`config.mk`:
```
export PLATFORM = sky130hd
export DESIGN_NAME = fault_latch_reporter_unit
export DESIGN_NICKNAME = d
export VERILOG_FILES = /design/src/sv/flr_pkg.sv /design/src/sv/fault_latch_reporter_unit.sv /design/src/sv/flr_front.sv /design/src/sv/flr_queue.sv /design/src/sv/flr_back.sv
export SDC_FILE = /design/constraint.sdc
export NUM_CORES = 1
export LEC_CHECK = 0
export BUFFER_PORTS_ARGS = -buffer_cell sky130_fd_sc_hd__buf_2
export CORE_UTILIZATION = 40
export CTS_CLUSTER_DIAMETER = 200
export DETAILED_ROUTE_END_ITERATION = 8
export SETUP_SLACK_MARGIN = 0.5
export SYNTH_ARGS = -nofsm -noshare
export SYNTH_HDL_FRONTEND = slang
export SYNTH_HIERARCHICAL = 1
export SYNTH_SLANG_ARGS = --single-unit
```
`constraint.sdc`:
```
create_clock -name clk -period 6.6 [get_ports clk]
set_input_delay 0.99 -clock clk [delete_from_list [all_inputs] [get_ports clk]]
set_output_delay 0.99 -clock clk [all_outputs]
set_load 0.1 [all_outputs]
```
`src/sv/flr_pkg.sv`:
```
`default_nettype none

package flr_pkg;

  localparam int DEF_WORDS   = 4;
  localparam int WORD_BITS   = 16;
  localparam int MAX_WORD_W  = 6;
  localparam int FULL_W      = 7;
  localparam int CNT_REG_W   = 7;
  localparam int CFG_DATA_W  = 7;
  localparam int CFG_INDEX_W = 1;
  localparam int ID_W        = 10;

  localparam logic [15:0] FULL_WORD = 16'hFFFF;
  localparam logic [CNT_REG_W-1:0] COUNT_RESET = 7'd64;

  localparam logic [1:0] OP_FAIL   = 2'd0;
  localparam logic [1:0] OP_CLEAR  = 2'd1;
  localparam logic [1:0] OP_CONFIG = 2'd2;
  localparam logic [1:0] OP_REPORT = 2'd3;

  localparam logic [CFG_INDEX_W-1:0] REG_DETECTOR_COUNT = 1'd0;
  localparam logic [CFG_INDEX_W-1:0] REG_REPORT_MODE    = 1'd1;

  typedef enum logic [3:0] {
    CMD_FAIL,
    CMD_CLR_ONE,
    CMD_EN_ONE,
    CMD_DIS_ONE,
    CMD_CLR_ALL,
    CMD_EN_ALL,
    CMD_DIS_ALL,
    CMD_REPORT,
    CMD_REJECT
  } kind_t;

  typedef struct packed {
    kind_t                 kind;
    logic [MAX_WORD_W-1:0] word;
    logic [3:0]            bit_pos;
    logic [FULL_W-1:0]     full;
    logic [3:0]            rem;
    logic                  mode;
  } cmd_t;

  typedef enum logic {
    BK_IDLE,
    BK_WALK
  } back_state_t;

endpackage

`default_nettype wire

```
`src/sv/fault_latch_reporter_unit.sv`:
```
// Fault latch and report unit.
// Input channel (in_valid / in_stall) carries one event item: detector fail,
// clear, configure-enable or generate-report. Output channel (out_valid /
// out_stall) returns result items: one per fail, clear or configure event,
// and BITFIELD_WORDS per report event (one per packet word, last on the final).
// Configuration is a plain write port: cfg_index 0 sets detector_count,
// cfg_index 1 sets report_mode; write only while the unit is idle.
// A single-detector event is written into the command queue when it is
// accepted, then runs in the execute stage, which loads the output register.
// Throughput: single-detector events run at one item per cycle while the
// output is not stalled. A select-all clear or configure, and a report, walk
// the bitfield words one per cycle, also only while not stalled, holding the
// execute stage; the two-entry command queue takes items meanwhile until full.
// Reset clears all enable, latched, new-report and packet words at once, sets
// detector_count to 64 and report_mode to copy; the unit is ready next cycle.
// When the receiver stalls, the output register holds its item, the execute
// stage waits, and in_stall rises once the queue is full.
`default_nettype none

module fault_latch_reporter_unit #(
  parameter int BITFIELD_WORDS = flr_pkg::DEF_WORDS
) (
  input  wire logic                            clk,
  input  wire logic                            rst,
  input  wire logic                            cfg_we,
  input  wire logic [flr_pkg::CFG_INDEX_W-1:0] cfg_index,
  input  wire logic [flr_pkg::CFG_DATA_W-1:0]  cfg_data,
  input  wire logic                            in_valid,
  output logic                                 in_stall,
  input  wire logic [1:0]                      operation,
  input  wire logic [flr_pkg::ID_W-1:0]        fault_id,
  input  wire logic                            select_all,
  input  wire logic                            enable,
  output logic                                 out_valid,
  input  wire logic                            out_stall,
  output logic                                 status,
  output logic [flr_pkg::MAX_WORD_W-1:0]       word_index,
  output logic [15:0]                          report_word,
  output logic                                 last
);
  import flr_pkg::*;

  cmd_t front_cmd;
  cmd_t head;
  logic q_full;
  logic head_valid;
  logic pop;
  logic push;

  // Accept an item whenever the queue has room.
  assign in_stall = q_full;
  assign push     = in_valid && !q_full;

  flr_front #(.BITFIELD_WORDS(BITFIELD_WORDS)) u_front (
    .clk        (clk),
    .rst        (rst),
    .cfg_we     (cfg_we),
    .cfg_index  (cfg_index),
    .cfg_data   (cfg_data),
    .operation  (operation),
    .fault_id   (fault_id),
    .select_all (select_all),
    .enable     (enable),
    .cmd        (front_cmd)
  );

  flr_queue u_queue (
    .clk        (clk),
    .rst        (rst),
    .push       (push),
    .push_cmd   (front_cmd),
    .full       (q_full),
    .pop        (pop),
    .head_valid (head_valid),
    .head       (head)
  );

  flr_back #(.BITFIELD_WORDS(BITFIELD_WORDS)) u_back (
    .clk         (clk),
    .rst         (rst),
    .head_valid  (head_valid),
    .head        (head),
    .pop         (pop),
    .out_valid   (out_valid),
    .out_stall   (out_stall),
    .status      (status),
    .word_index  (word_index),
    .report_word (report_word),
    .last        (last)
  );

endmodule

`default_nettype wire

```
`src/sv/flr_front.sv`:
```
`default_nettype none

module flr_front #(
  parameter int BITFIELD_WORDS = flr_pkg::DEF_WORDS
) (
  input  wire logic                            clk,
  input  wire logic                            rst,
  input  wire logic                            cfg_we,
  input  wire logic [flr_pkg::CFG_INDEX_W-1:0] cfg_index,
  input  wire logic [flr_pkg::CFG_DATA_W-1:0]  cfg_data,
  input  wire logic [1:0]                      operation,
  input  wire logic [flr_pkg::ID_W-1:0]        fault_id,
  input  wire logic                            select_all,
  input  wire logic                            enable,
  output flr_pkg::cmd_t                        cmd
);
  import flr_pkg::*;

  localparam int CAP = BITFIELD_WORDS * WORD_BITS;
  localparam int CW  = ($clog2(CAP + 1) > ID_W) ? $clog2(CAP + 1) : ID_W;
  localparam logic [CW-1:0] CAP_C = CW'(CAP);

  logic [CNT_REG_W-1:0] detector_count;
  logic                 report_mode;
  logic [CW-1:0]        dc_x;
  logic [CW-1:0]        eff;
  logic                 id_ok;

  always_ff @(posedge clk) begin
    if (rst) begin
      detector_count <= COUNT_RESET;
      report_mode    <= 1'b0;
    end else if (cfg_we) begin
      case (cfg_index)
        REG_DETECTOR_COUNT: detector_count <= cfg_data[CNT_REG_W-1:0];
        REG_REPORT_MODE:    report_mode    <= cfg_data[0];
        default: ;
      endcase
    end
  end

  // Cap the count so an id never reaches a word that does not exist.
  assign dc_x  = CW'(detector_count);
  assign eff   = (dc_x < CAP_C) ? dc_x : CAP_C;
  assign id_ok = CW'(fault_id) < eff;

  always_comb begin
    cmd.word    = fault_id[ID_W-1:4];
    cmd.bit_pos = fault_id[3:0];
    cmd.full    = FULL_W'(eff >> 4);
    cmd.rem     = eff[3:0];
    cmd.mode    = report_mode;
    case (operation)
      OP_FAIL:   cmd.kind = id_ok ? CMD_FAIL : CMD_REJECT;
      OP_CLEAR:  cmd.kind = select_all ? CMD_CLR_ALL : (id_ok ? CMD_CLR_ONE : CMD_REJECT);
      OP_CONFIG: begin
        if (select_all) cmd.kind = enable ? CMD_EN_ALL : CMD_DIS_ALL;
        else if (!id_ok) cmd.kind = CMD_REJECT;
        else cmd.kind = enable ? CMD_EN_ONE : CMD_DIS_ONE;
      end
      default:   cmd.kind = CMD_REPORT;
    endcase
  end

endmodule

`default_nettype wire

```
`src/sv/flr_queue.sv`:
```
`default_nettype none

module flr_queue (
  input  wire logic          clk,
  input  wire logic          rst,
  input  wire logic          push,
  input  wire flr_pkg::cmd_t push_cmd,
  output logic               full,
  input  wire logic          pop,
  output logic               head_valid,
  output flr_pkg::cmd_t      head
);
  import flr_pkg::*;

  cmd_t       slots [2];
  logic       wr_ptr;
  logic       rd_ptr;
  logic [1:0] fill;

  assign full       = fill == 2'd2;
  assign head_valid = fill != 2'd0;
  assign head       = slots[rd_ptr];

  always_ff @(posedge clk) begin
    if (push) slots[wr_ptr] <= push_cmd;
  end

  always_ff @(posedge clk) begin
    if (rst) begin
      wr_ptr <= 1'b0;
      rd_ptr <= 1'b0;
      fill   <= 2'd0;
    end else begin
      if (push) wr_ptr <= ~wr_ptr;
      if (pop)  rd_ptr <= ~rd_ptr;
      case ({push, pop})
        2'b10:   fill <= fill + 2'd1;
        2'b01:   fill <= fill - 2'd1;
        default: fill <= fill;
      endcase
    end
  end

endmodule

`default_nettype wire

```
`src/sv/flr_back.sv`:
```
`default_nettype none

module flr_back #(
  parameter int BITFIELD_WORDS = flr_pkg::DEF_WORDS
) (
  input  wire logic                           clk,
  input  wire logic                           rst,
  input  wire logic                           head_valid,
  input  wire flr_pkg::cmd_t                  head,
  output logic                                pop,
  output logic                                out_valid,
  input  wire logic                           out_stall,
  output logic                                status,
  output logic [flr_pkg::MAX_WORD_W-1:0]      word_index,
  output logic [15:0]                         report_word,
  output logic                                last
);
  import flr_pkg::*;

  localparam int WI_W = (BITFIELD_WORDS > 1) ? $clog2(BITFIELD_WORDS) : 1;
  localparam logic [WI_W-1:0] LAST_W = WI_W'(BITFIELD_WORDS - 1);

  logic [15:0] enable_bits     [BITFIELD_WORDS];
  logic [15:0] latched_bits    [BITFIELD_WORDS];
  logic [15:0] new_report_bits [BITFIELD_WORDS];
  logic [15:0] report_packet   [BITFIELD_WORDS];

  back_state_t state, state_next;
  cmd_t        cmd;
  logic [WI_W-1:0] ptr, ptr_next;

  logic            out_ok;
  logic            take_walk;
  logic            ld;
  logic            o_status;
  logic [MAX_WORD_W-1:0] o_idx;
  logic [15:0]     o_word;
  logic            o_last;
  logic [WI_W-1:0] widx;
  logic            we;
  logic [15:0]     ena_w, lat_w, new_w, pkt_w;
  logic [15:0]     mask;
  logic [15:0]     rem_mask;

  assign out_ok = !out_valid || !out_stall;

  always_ff @(posedge clk) begin
    if (rst) begin
      state <= BK_IDLE;
      ptr   <= '0;
    end else begin
      state <= state_next;
      ptr   <= ptr_next;
    end
  end

  always_ff @(posedge clk) begin
    if (take_walk) cmd <= head;
  end

  always_comb begin
    state_next = state;
    ptr_next   = ptr;
    pop        = 1'b0;
    take_walk  = 1'b0;
    ld         = 1'b0;
    o_status   = 1'b0;
    o_idx      = '0;
    o_word     = '0;
    o_last     = 1'b1;
    we         = 1'b0;
    widx       = (state == BK_IDLE) ? WI_W'(head.word) : ptr;
    mask       = 16'(1) << ((state == BK_IDLE) ? head.bit_pos : cmd.bit_pos);
    rem_mask   = 16'((17'(1) << cmd.rem) - 17'(1));
    ena_w      = enable_bits[widx];
    lat_w      = latched_bits[widx];
    new_w      = new_report_bits[widx];
    pkt_w      = report_packet[widx];
    case (state)
      BK_IDLE: begin
        if (head_valid && out_ok) begin
          pop = 1'b1;
          case (head.kind)
            CMD_FAIL: begin
              ld = 1'b1;
              if ((ena_w & mask) != 16'd0) begin
                we    = 1'b1;
                lat_w = lat_w | mask;
                new_w = new_w | mask;
              end
            end
            CMD_CLR_ONE: begin
              ld    = 1'b1;
              we    = 1'b1;
              lat_w = lat_w & ~mask;
              new_w = new_w & ~mask;
              pkt_w = pkt_w & ~mask;
            end
            CMD_EN_ONE: begin
              ld    = 1'b1;
              we    = 1'b1;
              ena_w = ena_w | mask;
            end
            CMD_DIS_ONE: begin
              ld    = 1'b1;
              we    = 1'b1;
              ena_w = ena_w & ~mask;
            end
            CMD_REJECT: begin
              ld       = 1'b1;
              o_status = 1'b1;
            end
            default: begin
              take_walk  = 1'b1;
              ptr_next   = '0;
              state_next = BK_WALK;
            end
          endcase
        end
      end
      BK_WALK: begin
        if (out_ok) begin
          we = 1'b1;
          case (cmd.kind)
            CMD_CLR_ALL: begin
              lat_w = '0;
              new_w = '0;
              pkt_w = '0;
            end
            CMD_EN_ALL: begin
              if (FULL_W'(ptr) < cmd.full) ena_w = FULL_WORD;
              else if (FULL_W'(ptr) == cmd.full) ena_w = rem_mask;
            end
            CMD_DIS_ALL: ena_w = '0;
            default: begin
              // Report: merge or copy, then drop the new-report word.
              pkt_w = cmd.mode ? (pkt_w | new_w) : new_w;
              new_w = '0;
              ld     = 1'b1;
              o_idx  = MAX_WORD_W'(ptr);
              o_word = pkt_w;
              o_last = ptr == LAST_W;
            end
          endcase
          if (ptr == LAST_W) begin
            ld         = 1'b1;
            state_next = BK_IDLE;
          end else begin
            ptr_next = ptr + WI_W'(1);
          end
        end
      end
      default: state_next = BK_IDLE;
    endcase
  end

  always_ff @(posedge clk) begin
    if (rst) begin
      for (int i = 0; i < BITFIELD_WORDS; i++) begin
        enable_bits[i]     <= '0;
        latched_bits[i]    <= '0;
        new_report_bits[i] <= '0;
        report_packet[i]   <= '0;
      end
    end else if (we) begin
      enable_bits[widx]     <= ena_w;
      latched_bits[widx]    <= lat_w;
      new_report_bits[widx] <= new_w;
      report_packet[widx]   <= pkt_w;
    end
  end

  always_ff @(posedge clk) begin
    if (rst) begin
      out_valid <= 1'b0;
    end else if (ld) begin
      out_valid <= 1'b1;
    end else if (!out_stall) begin
      out_valid <= 1'b0;
    end
  end

  always_ff @(posedge clk) begin
    if (ld) begin
      status      <= o_status;
      word_index  <= o_idx;
      report_word <= o_word;
      last        <= o_last;
    end
  end

endmodule

`default_nettype wire

```
# Yosys cells after proc, flatten, opt, wreduce, memory -nomap -nowiden

Memory sizes are Yosys's and may differ from the RTL's. A register that Yosys moved wholly into a read port is not among the register bits.
Index checks and enable logic that the tools add are counted.

Output and inout bits: 26
Memories: 4
Input bits: 27
Memory bits (writable): 236
Register bits: 60
Word-level logic and storage cells: 164

Memories:

| memory                 | words | width | read ports | clocked after Yosys merged registers in | wr ports | line            | source |
|---|---|---|---|---|---|---|---|
| u_back.enable_bits     | 4     | 16    | 1          | 0                                       | 4        | flr_back.sv:23  | `logic [15:0] enable_bits [BITFIELD_WORDS];` |
| u_back.new_report_bits | 4     | 16    | 1          | 0                                       | 4        | flr_back.sv:25  | `logic [15:0] new_report_bits [BITFIELD_WORDS];` |
| u_back.report_packet   | 4     | 16    | 1          | 0                                       | 4        | flr_back.sv:26  | `logic [15:0] report_packet [BITFIELD_WORDS];` |
| u_queue.slots          | 2     | 22    | 1          | 1                                       | 1        | flr_queue.sv:15 | `cmd_t slots [2];` |

$add $sub $neg: 4
Order comparisons: 3
Shift operators: 2
Reductions and logical operators: 24
Eq/ne operators: 19
Bitwise logic cells: 14
Mux-type cells: 76

Operators by type and width:

| cell                    | number |
|---|---|
| $mux W16                | 15 |
| $pmux W16 S2            | 7 |
| $and A16 B16 Y16        | 4 |
| $or A16 B16 Y16         | 3 |
| $reduce_or A16 Y1       | 3 |
| $shl A1 B4 Y16 const A  | 2 |
| $mux W1                 | 31 |
| $mux W4                 | 6 |
| $mux W2                 | 9 |
| $not A16 Y16            | 1 |
| $reduce_bool A16 Y1     | 1 |
| $sub A16 B2 Y16 const B | 1 |
| $eq A4 B3 Y1 const B    | 3 |
| $pmux W4 S3             | 1 |
| $lt A10 B10 Y1          | 1 |
| $reduce_or A5 Y1        | 2 |
| $eq A2 B2 Y1 const B    | 4 |
| $eq A4 B2 Y1 const B    | 2 |
| $ne A2 B2 Y1 const B    | 4 |
| $pmux W1 S2             | 4 |
| $pmux W2 S2             | 2 |
| $eq A2 B7 Y1            | 1 |
| $lt A2 B7 Y1            | 1 |
| $lt A7 B7 Y1 const B    | 1 |
| other kinds (18)        | 33 |

# Depth between registers and ports, before layout

Gate-level depths: netlist of run 1.

Depth after elaboration: 13
Depth in mapped cells: 16
Gate-level depth less buffers: 10

# Cells and area by module

Netlist of run 1, hierarchy kept.

Modules (own cells, without submodules):

| module                    | times used | cells an instance | area each (sq um) |
|---|---|---|---|
| flr_back                  | 1          | 1,029             | 11,832.6 |
| flr_queue                 | 1          | 103               | 2,079.5 |
| flr_front                 | 1          | 85                | 688.2 |
| fault_latch_reporter_unit | 1          | 1                 | 13.8 |

# Least setup slack after synthesis of run 1

Ideal clock, no wire load.

Path kind: register to register
Start point: register (tool-made name)
End point: memory u_back.enable_bits[1][0] (enable)
Arrival time: 4.026 ns
Period minus slack after synthesis: 4.614 ns
Required time: 6.012 ns
Stages on the path, launching flop included: 13
Path buffers: 4
Setup slack: 1.986 ns
Path through: dfxtp_1 > buf_2 > buf_2 > mux2_2 > mux2i_1 > buf_2 > mux4_2 > a32oi_1 > nand4b_1 > or4_1 > buf_2 > nand2b_2 > nand2b_1

RTL lines:

| item      | line |
|---|---|
| to (decl) | flr_back.sv:23 |

==> out/results.txt, run 1 <==
Antenna violations before repair: 0
Setup violation total in the final timing report: 0
Status: completed
Fin nets: 1261
Die Footprint: 0.0365 sq mm
WL/cell: 21.2 microns
GR Overflow Total: 0
Core outline area: 0.0349 sq mm
Clock Latency Late Sink: 510 ps
Max-Cap Viols: 0
Post-CTS setup buffers: 0
Vias in the first global route: 9470
Crit path kind: register to register
Endpoints failing hold: 0
Die Ht: 191 microns
Worst path cell trace: buf_4 -> mux2_2 -> mux2i_1 -> mux2_2 -> a2bb2oi_1 -> o211ai_1 -> or4_1 -> nand2_2 -> nor2_1
DRT iter0 DRCs: 936
First-pass GRT wire length: 55500 microns
CTS HTree Levels: 2
CP peak stage delay: 930 ps
CP Max Fanout: 44
Post-Layout Cell Count: 1703
CTS resizes: 0
Initial core utilization: 0.410
Clock Skew: 26.6 ps
Buffers added on ports: 48
CTS Buf Count: 34
Commonest cells after routing, fill and taps aside: edfxtp_1, nor2_1, nand2_1
Final TNS setup: 0 ps
Total GRT Usage: 0.201
Ant diodes: 0
# DRC: 0
Kind of start point of the critical path: register
Mapped Area: 0.0143 sq mm
Die X: 191 microns
Io pins: 53
Fin area: 0.0160 sq mm
Pin count of the biggest net entering global routing: 48
Area grow syn2layout: 12.2%
FP Rows: 68
Highest Clock Rate: 197 MHz
Final Power: 7.72 mW
CP max-delay cell: nand2_2
Root Buffer: clkbuf_16
Final Hold Slack: 458 ps
Tcrit/Tclk final: 0.770
Cell area power density: 482 mW/mm^2
Placed instance count: 1642
Placed inst area: 0.0149 sq mm
Clock-pin slew on the worst setup and hold paths: 60 ps
Slew Viols, Final: 0
Tmin final: 5080 ps
WP data required: 6790 ps
CTS tree: built
Worst vdd ir: 0.338 mV
Longest Clk Path Bufs: 3
Crit. End Element: register
Leading cell type in the layout, fill and taps excluded: edfxtp_1
Hold buffer count at cts: 0
Min-delay worst type: register to register
CTS sink cnt: 293
Worst path arrival time: 5270 ps
Routability cong.: 0.901
DR vias: 9741
Max-slew headroom: 0.214
YS warnings: 6
Hpwl dp: 22300 microns
Crit-path most repeated cell: mux2_2
Pre-Repair DR Iteration Count: 6
Post-Synthesis Cells: 1202
Slew @ Worst Pin: 1170 ps
Via density: 5.72
Average size of a mapped cell: 11.9 sq um
Share of cells above drive strength 1: 0.169
Routed WL: 36100 microns
Post-route ant nets: 0
LEAKAGE: 5.62 nW
RSZ-0062 raised after global routing: no
-- power by group --
part / total [mW] / internal, mW / switching, mW / leakage, nW
Combinational: 3.16 / 0.952 / 2.21 / 2.15
Sequential: 2.65 / 2.46 / 0.185 / 2.92
Clock: 1.91 / 1.18 / 0.735 / 0.550
-- final timing paths --
path	startpoint	endpoint	slack [ps]	cells after the start
worst max-delay path	u_back/state	u_back/report_packet[3][14]	1520	9
worst min-delay path	u_front/report_mode	u_queue/slots[1][0]	460	0
worst max register to register	u_back/state	u_back/report_packet[3][14]	1520	9
worst min register to register	u_front/report_mode	u_queue/slots[1][0]	460	0
-- worst max-delay path, delay by kind of cell (launching register included) --
family | cells | cell delay, ps
AND/OR/NAND/NOR | 3 | 1820
multiplexers | 3 | 1080
flip-flops | 1 | 920
buffers and inverters | 1 | 500
AO/OA/AOI/OAI | 2 | 390
-- routing by layer --
layer  GRT usage  vias to the layer above  share of wire
li1            -                     4463              -
met5           0                        -              0
met4      0.0565                        0          0.023
met3      0.0307                       56          0.069
met1       0.274                     4833           0.43
met2       0.332                      389           0.47
-- cell type report --
cell class / instances / area, sq um
Fill cell: 3164 / 18800
Sequential cell: 293 / 8630
Multi-Input combinational cell: 800 / 5170
Clock buffer: 42 / 912
Tap cell: 455 / 569
Timing Repair Buffer: 70 / 443
Clock inverter: 19 / 220
Inverter: 24 / 90.1
-- registers in the layout, summed over array words and instances, names as in the netlist, named ones only --
name / cells
u_back/report_word: 16
u_back/last: 1
u_back/word_index: 2
u_queue/wr_ptr: 1
u_queue/fill: 2
u_back/enable_bits: 64
u_front/detector_count: 7
u_back/status: 1
u_back/out_valid: 1
u_back/ptr: 2
u_front/report_mode: 1
u_queue/slots: 44
u_queue/rd_ptr: 1
u_back/report_packet: 64
u_back/new_report_bits: 64
u_back/cmd: 20
u_back/state: 1
-- metrics by stage --
step | worst slack (ps) | util
floorplan | 2020 | -
global placement | 1590 | 0.427
detailed placement | 1520 | 0.427
CTS | 1490 | 0.460
global route | 1220 | 0.460
finish | 1520 | 0.460
No activity file was read; power rests on OpenSTA's default activity.
==> inputs of run 2 (changes only) <==
ABC_AREA = 1   (was unset)
clock period = 4.5 ns   (was 6.6 ns; I/O delays follow)
==> out/results.txt, run 2 <==
Initial core utilization: 0.405
CTS sink cnt: 293
Clock Latency Late Sink: 520 ps
Crit. End Element: register
Antenna violations before repair: 0
Mapped Area: 0.0152 sq mm
Ant diodes: 0
CP max-delay cell: buf_4
Die Ht: 197 microns
Pin count of the biggest net entering global routing: 49
Final Hold Slack: 388 ps
Worst path arrival time: 3840 ps
PnR worst setup slack: 804 ps
Routed WL: 40300 microns
Io pins: 53
Min-delay worst type: input port to register
Clock-pin slew on the worst setup and hold paths: 60 ps
CTS Buf Count: 34
GR Overflow Total: 0
Tcrit/Tclk final: 0.821
Via density: 5.23
Worst vdd ir: 0.493 mV
WP data required: 4640 ps
Die X: 197 microns
Post-route ant nets: 0
Part of the power in the clock network: 0.203
Leading cell type in the layout, fill and taps excluded: nor2_1
Average size of a mapped cell: 9.01 sq um
Sw power: 5.69 mW
Switching part of the total: 0.455
CTS HTree Levels: 2
Max-Cap Viols: 0
Highest Clock Rate: 271 MHz
Commonest cells after routing, fill and taps aside: nor2_1, edfxtp_1, inv_1
Multi-input gate area: 0.00516 sq mm
Die Footprint: 0.0388 sq mm
Tmin final: 3700 ps
Hpwl dp: 25300 microns
Root Buffer: clkbuf_16
Post-Layout Cell Count: 2256
Buffers added on ports: 48
Slew @ Worst Pin: 947 ps
Worst path cell trace: buf_4 -> inv_2 -> buf_4 -> nand2_1 -> nand2_1 -> nand3_1 -> nor2_1 -> nand2_1 -> nand2_1 -> nor2_1 -> nand2_2 -> nor2_1 -> nand2_1 -> nand2_1 -> nand2_2 -> buf_4 -> nand3_1 -> nand2_2 -> buf_4
Final Core Density: 0.453
Setup violation total in the final timing report: 0
Endpoints failing hold: 0
DRT iter0 DRCs: 954
LEAKAGE: 7.22 nW
WL/cell: 17.9 microns
Placed instance count: 2200
Placed inst area: 0.0160 sq mm
Fin area: 0.0170 sq mm
Clock Skew: 34.5 ps
Final Power: 12.5 mW
Final TNS setup: 0 ps
Post-CTS setup buffers: 0
First-pass GRT wire length: 63300 microns
Hold buffer count at cts: 0
Logic pwr share: 0.492
Pre-Repair DR Iteration Count: 5
DR vias: 11800
CTS resizes: 0
Share of cells above drive strength 1: 0.109
Area grow syn2layout: 11.8%
Dpl ws: 706 ps
Top flop regs: u_back/enable_bits (64), u_back/new_report_bits (64), u_back/report_packet (64)
Max-slew headroom: 0.368
Status: completed
Crit path kind: register to register
Longest Clk Path Bufs: 3
Slew Viols, Final: 0
Sequential cell fraction of total power: 0.304
Cell area power density: 735 mW/mm^2
FP Rows: 71
Vias in the first global route: 11600
CP Max Fanout: 25
CTS tree: built
Cell family with most CP delay: simple AND/OR/NAND/NOR gates
Crit-path most repeated cell: nand2_1
Fin nets: 1764
Post-Synthesis Cells: 1688
Core outline area: 0.0376 sq mm
RSZ-0062 raised after global routing: no
Routability cong.: 0.914
CP peak stage delay: 360 ps
Fillers: 3618
# DRC: 0
YS warnings: 6
Total GRT Usage: 0.210
Register area: 0.00863 sq mm
Kind of start point of the critical path: register
Int Pwr: 6.82 mW
WP buf/inv: 5
## run 2: final cells by class
type | count | area share
clock buffer | 45 | 0.0543
clock inverter | 10 | 0.00507
inverter | 251 | 0.0554
multi-input combinational | 1053 | 0.303
sequential | 293 | 0.507
tap | 511 | 0.0376
timing repair buffer | 93 | 0.0371
## run 2: worst paths after layout
check / from / to / slack (ps) / cells past startpoint
max: u_back/state / u_back/enable_bits[3][5] / 800 / 19
min: cfg_data[3] / u_front/detector_count[3] / 390 / 3
max reg2reg: u_back/state / u_back/enable_bits[3][5] / 800 / 19
min reg2reg: u_queue/fill[1] / u_queue/fill[1] / 500 / 2
## run 2: power by group through the flow
stage	Clock, mW	Sequential [mW]	Combinational, mW
floorplan	0	4.46	3.80
global placement	0	3.85	6.01
detailed placement	0	3.86	6.08
CTS	2.60	3.81	6.10
global route	2.70	3.86	6.75
finish	2.55	3.81	6.16
## run 2: worst min-delay path, cell delays in order
cell,delay (ps)
buf_2,80
nor2_1,30
nor2_1,80
## run 2: layer usage
layer / routed length (microns) / GRT usage / vias up / part of all wire
met2: 18900 / 0.353 / 417 / 0.47
met4: 1030 / 0.0635 / 0 / 0.025
met3: 2610 / 0.0266 / 78 / 0.065
met1: 17800 / 0.283 / 5669 / 0.44
met5: 0 / 0 / - / 0
li1: - / - / 5633 / -
==> inputs of run 3 (changes only) <==
clock period = 3.5 ns   (was 4.5 ns; I/O delays follow)
==> out/results.txt, run 3 (synthesis results as in run 2) <==
Longest Clk Path Bufs: 3
LEAKAGE: 7.84 nW
Via density: 5.34
WL/cell: 19.3 microns
CTS HTree Levels: 1
Area grow syn2layout: 22.1%
CTS tree: built
CTS sink cnt: 293
Die Ht: 197 microns
Die Footprint: 0.0388 sq mm
Root Buffer: clkbuf_16
PnR worst setup slack: 473 ps
Cell area power density: 986 mW/mm^2
CP Max Fanout: 8
Pin count of the biggest net entering global routing: 49
CTS Buf Count: 31
Io pins: 53
Clock Latency Late Sink: 590 ps
Placed inst area: 0.0161 sq mm
RSZ-0062 raised after global routing: yes
Worst path arrival time: 3460 ps
Hpwl dp: 24800 microns
Initial core utilization: 0.405
Dpl ws: 13.6 ps
Post-Layout Cell Count: 2321
FP Rows: 71
Cell family with most CP delay: simple AND/OR/NAND/NOR gates
DR vias: 12400
Min-delay worst type: input port to register
Status: completed
Core outline area: 0.0376 sq mm
WP data required: 3940 ps
Top flop regs: u_back/enable_bits (64), u_back/new_report_bits (64), u_back/report_packet (64)
# DRC: 0
Met1 GRT Util: 0.298
Total GRT Usage: 0.221
Tcrit/Tclk final: 0.865
Highest Clock Rate: 330 MHz
Fin area: 0.0186 sq mm
CP max-delay cell: dfxtp_4
Worst path cell trace: mux2_4 -> nand2_8 -> nand2_8 -> clkbuf_16 -> nand2_2 -> nand3_2 -> nand2_2 -> nand2_1 -> nand2_1 -> nor2_2 -> nand2_2 -> nor2_4 -> nand2_2 -> nand2_2 -> nand2_4 -> buf_8 -> nand3_4 -> buf_12 -> buf_12 -> clkbuf_16 -> nor2_1
Antenna violations before repair: 0
Register area: 0.00863 sq mm
Slew Viols, Final: 0
Multi-input gate area: 0.00588 sq mm
Final TNS setup: 0 ps
WP buf/inv: 5
Pre-Repair DR Iteration Count: 5
DRT iter0 DRCs: 1234
Crit path kind: register to register
Kind of start point of the critical path: register
Crit-path most repeated cell: nand2_2
GRT Max-Usage Layer: met2
Tmin final: 3030 ps
Fillers: 3398
Ant diodes: 0
Placed instance count: 2200
Final Power: 18.3 mW
Crit. End Element: register
Routed WL: 44800 microns
Post-route ant nets: 0
Max-Cap Viols: 0
GR Overflow Total: 0
Vias in the first global route: 11400
Setup violation total in the final timing report: 0
First-pass GRT wire length: 65600 microns
Hold Crit Start: fault_id[2]
Met3 Resource Use GR: 0.0290
Buffers added on ports: 48
Max-slew headroom: 0.370
Leading cell type in the layout, fill and taps excluded: nor2_1
Clock Skew: 23.7 ps
Fin nets: 1827
Clock-pin slew on the worst setup and hold paths: 60 ps
Worst vdd ir: 0.715 mV
Share of cells above drive strength 1: 0.203
Slew @ Worst Pin: 944 ps
Met2 Use GR: 0.364
Endpoints failing hold: 0
CP peak stage delay: 390 ps
Die X: 197 microns
Commonest cells after routing, fill and taps aside: nor2_1, edfxtp_1, inv_1
Routability cong.: 0.890
[run 3: cell count changes in the layout (fill, tap and decap cells not counted), sizes merged]
cell	change
bufinv	+4
o21ai	-1
clkbuf	-1
nand2	+12
bufbuf	+3
clkinv	+1
inv	+1
buf	+46
[run 3: where the power goes]
group          leakage (nW)  switching (mW)  internal, mW
registers              2.92           0.202          4.67
logic                  4.43            6.73          3.38
clock network         0.485            1.35          1.98
[run 3: path summary, 6_finish.rpt]
path                                                endpoint  slack [ps]  cells past startpoint
worst min-delay path                    u_queue/slots[0][14]         160                      1
worst max register to register  u_back/new_report_bits[1][6]         470                     21
worst max-delay path            u_back/new_report_bits[1][6]         470                     21
worst min register to register           u_queue/slots[0][0]         490                      0
[run 3: through the flow]
step	util	hold slack (ps)
CTS	0.470	140
global route	0.495	151
floorplan	-	433
detailed placement	0.427	461
global placement	0.427	452
finish	0.495	159
[run 3: area by class of cell]
type	count	area share
Tap cell	511	0.0344
Timing Repair Buffer	148	0.0787
Multi-Input combinational cell	1064	0.317
Clock buffer	38	0.0432
Sequential cell	293	0.465
Clock inverter	16	0.0112
Inverter	251	0.0514
[run 3: metal layers]
layer / share of wire / vias to the layer above / wire length [microns]
li1: - / 5788 / -
met1: 0.42 / 5950 / 18700
met2: 0.46 / 554 / 20700
met3: 0.079 / 113 / 3550
met4: 0.040 / 0 / 1790
met5: 0 / - / 0
[run 3: timing repair]
action,CTS,global route
hold buffers,0,0
cloned,14,12
resized for setup,45,136
pin swaps,7,26
setup endpoints to repair,383,362
buffers inserted,16,25
